<file path="src/rtl/ps2mpt_pkg.sv">
`timescale 1ns / 1ps
package ps2mpt_pkg;

   localparam int POS_WIDTH_DEF = 12;

   // register indexes on the csr port
   localparam logic [1:0] REG_ENABLE  = 2'd0;
   localparam logic [1:0] REG_X_LIMIT = 2'd1;
   localparam logic [1:0] REG_Y_LIMIT = 2'd2;

   localparam int X_LIMIT_RST = 640;
   localparam int Y_LIMIT_RST = 480;
   localparam int CURSOR_X_RST = 320;
   localparam int CURSOR_Y_RST = 240;

   // packet phase codes
   localparam logic [1:0] PH_FLAGS = 2'd0;
   localparam logic [1:0] PH_X     = 2'd1;
   localparam logic [1:0] PH_Y     = 2'd2;

   localparam logic [7:0] BYTE_MASK = 8'hff;

   // flags byte bit positions
   localparam int FB_LEFT   = 0;
   localparam int FB_RIGHT  = 1;
   localparam int FB_MIDDLE = 2;
   localparam int FB_ONE    = 3;
   localparam int FB_XSIGN  = 4;
   localparam int FB_YSIGN  = 5;
   localparam int FB_XOVF   = 6;
   localparam int FB_YOVF   = 7;

endpackage

</file>
<file path="src/rtl/ps2_mouse_packet_tracker_top.sv">
`timescale 1ns / 1ps
// PS/2 mouse packet tracker.
// req_ channel: one mouse byte per request (req_rx_byte), valid/stall handshake.
// rsp_ channel: one result per completed three-byte packet: cursor position,
//   the three latched buttons and an overflow-dropped flag.
// csr_ channel: register writes (index 0 enable, 1 x_limit, 2 y_limit);
//   csr_ready is always high, other indexes are ignored.
// Bytes arriving while enable is low are consumed and change nothing.
// Path: an accepted byte is held in the input register and processed from there;
//   processing the third byte loads the cursor state and the result register.
// Throughput: one byte per cycle while no result is held stalled, set by the single
//   input register feeding the tracker update; the cursor add and clamp are combinational.
// Stall: a waiting result is held in the output register; bytes keep flowing
//   through the input register meanwhile. req_stall rises only when the held
//   byte would complete a packet and the result register is still occupied and stalled.
// Reset (synchronous, active high): enable 0, limits 640/480, cursor 320/240,
//   buttons released, phase waiting for a flags byte, both registers empty.
module ps2_mouse_packet_tracker_top #(
   parameter int POS_WIDTH = ps2mpt_pkg::POS_WIDTH_DEF
) (
   input  logic                 clock,
   input  logic                 reset,
   // byte requests
   input  logic                 req_valid,
   output logic                 req_stall,
   input  logic [7:0]           req_rx_byte,
   // results
   output logic                 rsp_valid,
   input  logic                 rsp_stall,
   output logic [POS_WIDTH-1:0] rsp_pos_x,
   output logic [POS_WIDTH-1:0] rsp_pos_y,
   output logic                 rsp_button_left,
   output logic                 rsp_button_middle,
   output logic                 rsp_button_right,
   output logic                 rsp_overflow_dropped,
   // register writes
   input  logic                 csr_valid,
   output logic                 csr_ready,
   input  logic [1:0]           csr_index,
   input  logic [POS_WIDTH-1:0] csr_wdata
);

   localparam int SUM_W = POS_WIDTH + 2;

   // configuration
   logic                 enable_ff;
   logic [POS_WIDTH-1:0] x_limit_ff, y_limit_ff;

   // input register
   logic       in_valid_ff, in_valid_in;
   logic [7:0] in_byte_ff;

   // tracker state
   logic [1:0]           phase_ff, phase_in;
   logic [7:0]           flags_ff, flags_in;
   logic [7:0]           x_byte_ff, x_byte_in;
   logic [POS_WIDTH-1:0] cur_x_ff, cur_x_in;
   logic [POS_WIDTH-1:0] cur_y_ff, cur_y_in;
   logic [2:0]           buttons_ff, buttons_in;

   // result register
   logic                 rsp_valid_ff, rsp_valid_in;
   logic                 dropped_ff;

   logic req_accept, out_free, makes_result, process_go, rsp_load, ovf;
   logic signed [9:0]    dx, dy;
   logic [POS_WIDTH-1:0] clamp_x, clamp_y;

   // Move a position by a signed delta and clamp it to 0..limit.
   function automatic logic [POS_WIDTH-1:0] clamp_pos(
      input logic [POS_WIDTH-1:0] cur,
      input logic signed [9:0]    delta,
      input logic [POS_WIDTH-1:0] limit
   );
      logic signed [SUM_W-1:0] v;
      logic signed [SUM_W-1:0] lim;
      logic [POS_WIDTH-1:0]    res;
      v   = $signed({2'b00, cur}) + SUM_W'(delta);
      lim = $signed({2'b00, limit});
      if (v < 0) begin
         res = '0;
      end else if (v > lim) begin
         res = limit;
      end else begin
         res = v[POS_WIDTH-1:0];
      end
      return res;
   endfunction

   assign csr_ready = 1'b1;

   assign req_accept   = req_valid && !req_stall;
   assign out_free     = !rsp_valid_ff || !rsp_stall;
   // only the Y byte of an enabled packet needs room in the result register
   assign makes_result = enable_ff && (phase_ff == ps2mpt_pkg::PH_Y);
   assign process_go   = in_valid_ff && (!makes_result || out_free);
   assign rsp_load     = process_go && makes_result;
   assign req_stall    = in_valid_ff && !process_go;

   assign in_valid_in = req_accept ? 1'b1 : (process_go ? 1'b0 : in_valid_ff);

   // 9-bit deltas, Y negated so down is positive
   assign dx = {flags_ff[ps2mpt_pkg::FB_XSIGN], flags_ff[ps2mpt_pkg::FB_XSIGN], x_byte_ff};
   assign dy = -$signed({flags_ff[ps2mpt_pkg::FB_YSIGN], flags_ff[ps2mpt_pkg::FB_YSIGN],
                         in_byte_ff});
   assign ovf = flags_ff[ps2mpt_pkg::FB_XOVF] || flags_ff[ps2mpt_pkg::FB_YOVF];

   assign clamp_x = clamp_pos(cur_x_ff, dx, x_limit_ff);
   assign clamp_y = clamp_pos(cur_y_ff, dy, y_limit_ff);

   always_comb begin
      phase_in   = phase_ff;
      flags_in   = flags_ff;
      x_byte_in  = x_byte_ff;
      cur_x_in   = cur_x_ff;
      cur_y_in   = cur_y_ff;
      buttons_in = buttons_ff;
      if (process_go && enable_ff) begin
         unique case (phase_ff)
            ps2mpt_pkg::PH_X: begin
               x_byte_in = in_byte_ff & ps2mpt_pkg::BYTE_MASK;
               phase_in  = ps2mpt_pkg::PH_Y;
            end
            ps2mpt_pkg::PH_Y: begin
               phase_in = ps2mpt_pkg::PH_FLAGS;
               if (!ovf) begin
                  cur_x_in   = clamp_x;
                  cur_y_in   = clamp_y;
                  buttons_in = flags_ff[2:0];
               end
            end
            default: begin
               // waiting for a flags byte; the unused code behaves the same
               if (in_byte_ff[ps2mpt_pkg::FB_ONE]) begin
                  flags_in = in_byte_ff;
                  phase_in = ps2mpt_pkg::PH_X;
               end else begin
                  phase_in = ps2mpt_pkg::PH_FLAGS;
               end
            end
         endcase
      end
   end

   always_comb begin
      priority if (rsp_load) begin
         rsp_valid_in = 1'b1;
      end else if (rsp_valid_ff && !rsp_stall) begin
         rsp_valid_in = 1'b0;
      end else begin
         rsp_valid_in = rsp_valid_ff;
      end
   end

   always_ff @(posedge clock) begin
      if (reset) begin
         enable_ff    <= 1'b0;
         x_limit_ff   <= POS_WIDTH'(ps2mpt_pkg::X_LIMIT_RST);
         y_limit_ff   <= POS_WIDTH'(ps2mpt_pkg::Y_LIMIT_RST);
         in_valid_ff  <= 1'b0;
         phase_ff     <= ps2mpt_pkg::PH_FLAGS;
         flags_ff     <= '0;
         x_byte_ff    <= '0;
         cur_x_ff     <= POS_WIDTH'(ps2mpt_pkg::CURSOR_X_RST);
         cur_y_ff     <= POS_WIDTH'(ps2mpt_pkg::CURSOR_Y_RST);
         buttons_ff   <= '0;
         rsp_valid_ff <= 1'b0;
      end else begin
         if (csr_valid && csr_ready) begin
            unique case (csr_index)
               ps2mpt_pkg::REG_ENABLE:  enable_ff  <= csr_wdata[0];
               ps2mpt_pkg::REG_X_LIMIT: x_limit_ff <= csr_wdata;
               ps2mpt_pkg::REG_Y_LIMIT: y_limit_ff <= csr_wdata;
               default: ;
            endcase
         end
         in_valid_ff  <= in_valid_in;
         phase_ff     <= phase_in;
         flags_ff     <= flags_in;
         x_byte_ff    <= x_byte_in;
         cur_x_ff     <= cur_x_in;
         cur_y_ff     <= cur_y_in;
         buttons_ff   <= buttons_in;
         rsp_valid_ff <= rsp_valid_in;
      end
   end

   // payload registers
   always_ff @(posedge clock) begin
      if (req_accept) begin
         in_byte_ff <= req_rx_byte;
      end
      if (rsp_load) begin
         dropped_ff <= ovf;
      end
   end

   // the result shows the state registers, which only change on the next load
   assign rsp_valid            = rsp_valid_ff;
   assign rsp_pos_x            = cur_x_ff;
   assign rsp_pos_y            = cur_y_ff;
   assign rsp_button_left      = buttons_ff[ps2mpt_pkg::FB_LEFT];
   assign rsp_button_right     = buttons_ff[ps2mpt_pkg::FB_RIGHT];
   assign rsp_button_middle    = buttons_ff[ps2mpt_pkg::FB_MIDDLE];
   assign rsp_overflow_dropped = dropped_ff;

endmodule

</file>
<file path="config.mk">
export PLATFORM = sky130hd
export DESIGN_NAME = ps2_mouse_packet_tracker_top
export DESIGN_NICKNAME = d
export VERILOG_FILES = /design/src/rtl/ps2mpt_pkg.sv /design/src/rtl/ps2_mouse_packet_tracker_top.sv
export SDC_FILE = /design/constraint.sdc
export NUM_CORES = 1
export LEC_CHECK = 0
export BUFFER_PORTS_ARGS = -buffer_cell sky130_fd_sc_hd__buf_2
export CELL_PAD_IN_SITES_DETAIL_PLACEMENT = 0
export CELL_PAD_IN_SITES_GLOBAL_PLACEMENT = 2
export CORE_MARGIN = 3
export CORE_UTILIZATION = 35
export DETAILED_ROUTE_END_ITERATION = 6
export HOLD_SLACK_MARGIN = 0.08
export PLACE_DENSITY_LB_ADDON = 0.1
export SLEW_MARGIN = 5
export SYNTH_ARGS = -nofsm -noshare
export SYNTH_HDL_FRONTEND = slang
export SYNTH_SLANG_ARGS = --single-unit
</file>
<file path="constraint.sdc">
create_clock -name clock -period 7.2 [get_ports clock]
set_input_delay 1.08 -clock clock [delete_from_list [all_inputs] [get_ports clock]]
set_output_delay 1.08 -clock clock [all_outputs]
set_load 0.1 [all_outputs]
</file>
==> impl_metrics.csv <==
group,metric,value,unit
power,cellPowerDensity,196,mW/mm^2
detailed_routing,drc,0,
yosys,ys_types,71,
clock_tree,cts_tree,"done",
clock_tree,postCtsSetupRepairBufs,0,
yosys,synth_ff_type,"dfxtp_1",
clock_tree,cts_buffers,9,
power,p_leak,0.00236,uW
timing,hold_viol,0,
timing,maxSlewHeadroom,0.373,
yosys,syn_area_per_cell,8.45,um^2
cells_and_area,fin_nets,713,
detailed_routing,dr_wl_met3,364,um
worst_setup_path,worstSetupEndpointType,"flop",
timing,fin_crit,4.76,ns
clock_tree,cts.path.max_buffers,2,
yosys,async_reset_ff_frac,0,
yosys,synth.top_cell.area_share,0.288,
cells_and_area,postLayoutCoreUtil,0.419,
yosys,syn-cell-area,0.00494,mm^2
clock_tree,clock-root-buffer,"clkbuf_16",
yosys,ys_seq_elements,80,
worst_setup_path,worstPathMaxFanout,15,
grt,first_global_vias,4070,
floorplanning,ios,58,
timing,fin_setup_tns,0,ns
detailed_routing,wl_per_cell,15.9,um
yosys,synth_most_common_cell,"nand2_1",
detailed_routing,dr.pass1.iters,4,
detailed_routing,first_iter_violations,156,
floorplanning,die_width,125,um
placement,portBuffers,56,
timing,hold_ws,0.455,ns
cells_and_area,multi_input_area,0.00296,mm^2
worst_setup_path,rr_startpoint,"in_byte_ff[0]",
grt,grt_max_degree,58,
detailed_routing,wl_met1,6400,um
timing,max_freq,0.210,GHz
floorplanning,start_util,0.366,
cells_and_area,seqCellArea,0.00169,mm^2
floorplanning,core_area,0.0135,mm^2
timing,rsz0062_at_grt,"no",
grt,antenna_found_initial,0,
grt,gr-total-overflow,0,
worst_setup_path,rrSetupSlack,2.44,ns
timing,slew_viol_final,0,
placement,dpl.hpwl,10200,um
timing,skew,0.00468,ns
clock_tree,cts.htree.levels,3,
worst_setup_path,reg2reg_to,"rsp_pos_y[1]",
yosys,yosys.area.top_type,"dfxtp_1",
min_path,hold_path_end,"buttons_ff[1]",
yosys,synth_edf_count,9,
worst_setup_path,arrival,4.97,ns
detailed_routing,vias,4090,
min_path,min_from,"buttons_ff[1]",
cells_and_area,drive_above_1_share,0.144,
timing,worst_pin_slew,0.940,ns
min_path,hold_path_class,"reg2reg",
detailed_routing,avgViaCountPerCell,5.03,
cells_and_area,area_growth,14.5,%
floorplanning,die_area,0.0156,mm^2
grt,grt_use_total,0.170,
timing,period_share,0.661,
yosys,yosys_warnings,0,
cells_and_area,n_fill_cell,1391,
clock_tree,cts.sinks,80,
clock_tree,clk_latency,0.34,ns
detailed_routing,routed_wl,12900,um
worst_setup_path,reg2reg_depth,19,
yosys,synth.net_count,666,
yosys,ys_seq_area_frac,0.342,
clock_tree,cts.reportedPaths.clkPinSlew,0.06,ns
timing,setup_viol,0,
worst_setup_path,required,7.41,ns
detailed_routing,ant_nets,0,
floorplanning,die_h,125,um
run_status,status,"finished, final reports clean",
run,drv_cap,0,
min_path,holdPathStages,2,
detailed_routing,top_layer_used,"met4",
cells_and_area,diodes,0,
worst_setup_path,path_class,"reg2reg",
detailed_routing,wl_met2,5930,um
placement,gp_congestion,0.797,
clock_tree,holdBufCountCts,0,
floorplanning,fp-row-count,42,
yosys,yosys-top-cells-count,"nand2_1, dfxtp_1, a21oi_1, ha_1, inv_1",
clock_tree,ctsResizeCount,0,
grt,grt_pass1_wl,21200,um
worst_setup_path,cp-start-kind,"flop",
yosys,ys_top_cells_by_area,"dfxtp_1, ha_1, nand2_1, edfxtp_1, a21oi_1",
power,peakVddDrop,0.103,mV
yosys,synth_cells,585,
## routing by layer
layer  vias up  global-route usage
li1       2135                   -
met1      1883               0.227
met2        55               0.277
met3        17              0.0360
met4         0              0.0472
met5         -                   0
## worst max path at each step
stage,start,endpoint,slack (ns),cells past startpoint
floorplan,rsp_pos_y[0],rsp_pos_y[1],2.73,20
global placement,in_byte_ff[0],rsp_pos_y[1],2.56,19
detailed placement,in_byte_ff[0],rsp_pos_y[1],2.41,19
CTS,in_byte_ff[0],rsp_pos_y[1],2.40,19
global route,in_byte_ff[0],rsp_pos_y[1],2.00,19
finish,in_byte_ff[0],rsp_pos_y[1],2.44,19
## final cells by class
cell class / instances / share of cell area
multi-input cells: 436 / 0.522
well taps: 176 / 0.0389
clock inverters: 6 / 0.0164
inverters: 48 / 0.0319
clock buffers: 10 / 0.0405
repair buffers: 57 / 0.0509
flip-flops and latches: 80 / 0.299
## kinds of logic (layout without fill, tap and decap cells)
family          after synthesis  after routing  synth area share
mux                          27             27            0.0550
buf+inv                      69            121            0.0595
fa+ha+maj                    54             54             0.140
simple gates                191            191             0.175
flops                        80             80             0.342
compound gates              147            147             0.199
other cells                   1              1          0.000759
xor+xnor                     16             16            0.0284
## report_power, final
group	switching (uW)	internal, uW	total [uW]
clock	194	306	499
combinational	82.5	57.7	140
sequential	10.1	461	471
total	286	824	1110
## flip-flops by register name, summed over array words and instances, names as in the netlist
name                  cells
rsp_pos_x                12
rsp_valid                 1
phase_ff                  2
flags_ff                  7
x_limit_ff               12
rsp_pos_y                12
in_byte_ff                8
x_byte_ff                 8
y_limit_ff               12
in_valid_ff               1
rsp_overflow_dropped      1
buttons_ff                3
enable_ff                 1
## stage by stage
stage	instance area, um^2	setup slack (ns)	cells	total power, uW
CTS	5660	2.40	813	1130
detailed placement	5340	2.41	797	622
global placement	5340	2.56	797	621
floorplan	4940	2.73	585	586
global route	5660	2.00	813	1160
finish	5660	2.44	813	1110
## placed cells by master (no fill, tap or decap), types with 3 or more instances in the layout
master,Yosys,final
dfxtp_1,71,71
nand2b_1,3,3
nor2_1,47,47
a21oi_1,52,52
o21ai_0,29,29
o21ai_1,3,3
a21o_1,8,8
xor2_1,5,5
mux2i_1,26,26
edfxtp_1,9,9
ha_1,52,52
nand2_1,87,87
clkbuf_16,0,9
o21a_1,6,6
inv_1,48,48
o21bai_1,3,3
o211ai_1,6,6
nand3b_1,3,3
buf_2,1,56
xnor2_1,11,11
a21boi_0,4,4
and3_1,3,3
nor2b_1,6,6
nor3_1,3,3
nand3_1,21,21
a211o_1,6,6
or2_2,3,3
## critical path, stage by stage, from the launching register on
cell	delay [ns]
edfxtp_1	0.40
ha_1	0.19
inv_1	0.06
fa_1	0.40
a21o_1	0.20
a21oi_1	0.21
nand2b_1	0.16
a21boi_0	0.11
o41ai_1	0.58
nand3_1	0.15
o211ai_1	0.16
ha_1	0.28
a21oi_1	0.13
nor2b_1	0.05
a2111oi_0	0.38
a41oi_1	0.15
nor2_1	0.24
o221ai_4	0.27
a221oi_1	0.40
nor3_1	0.08
Power figures use the tool's default switching activity.
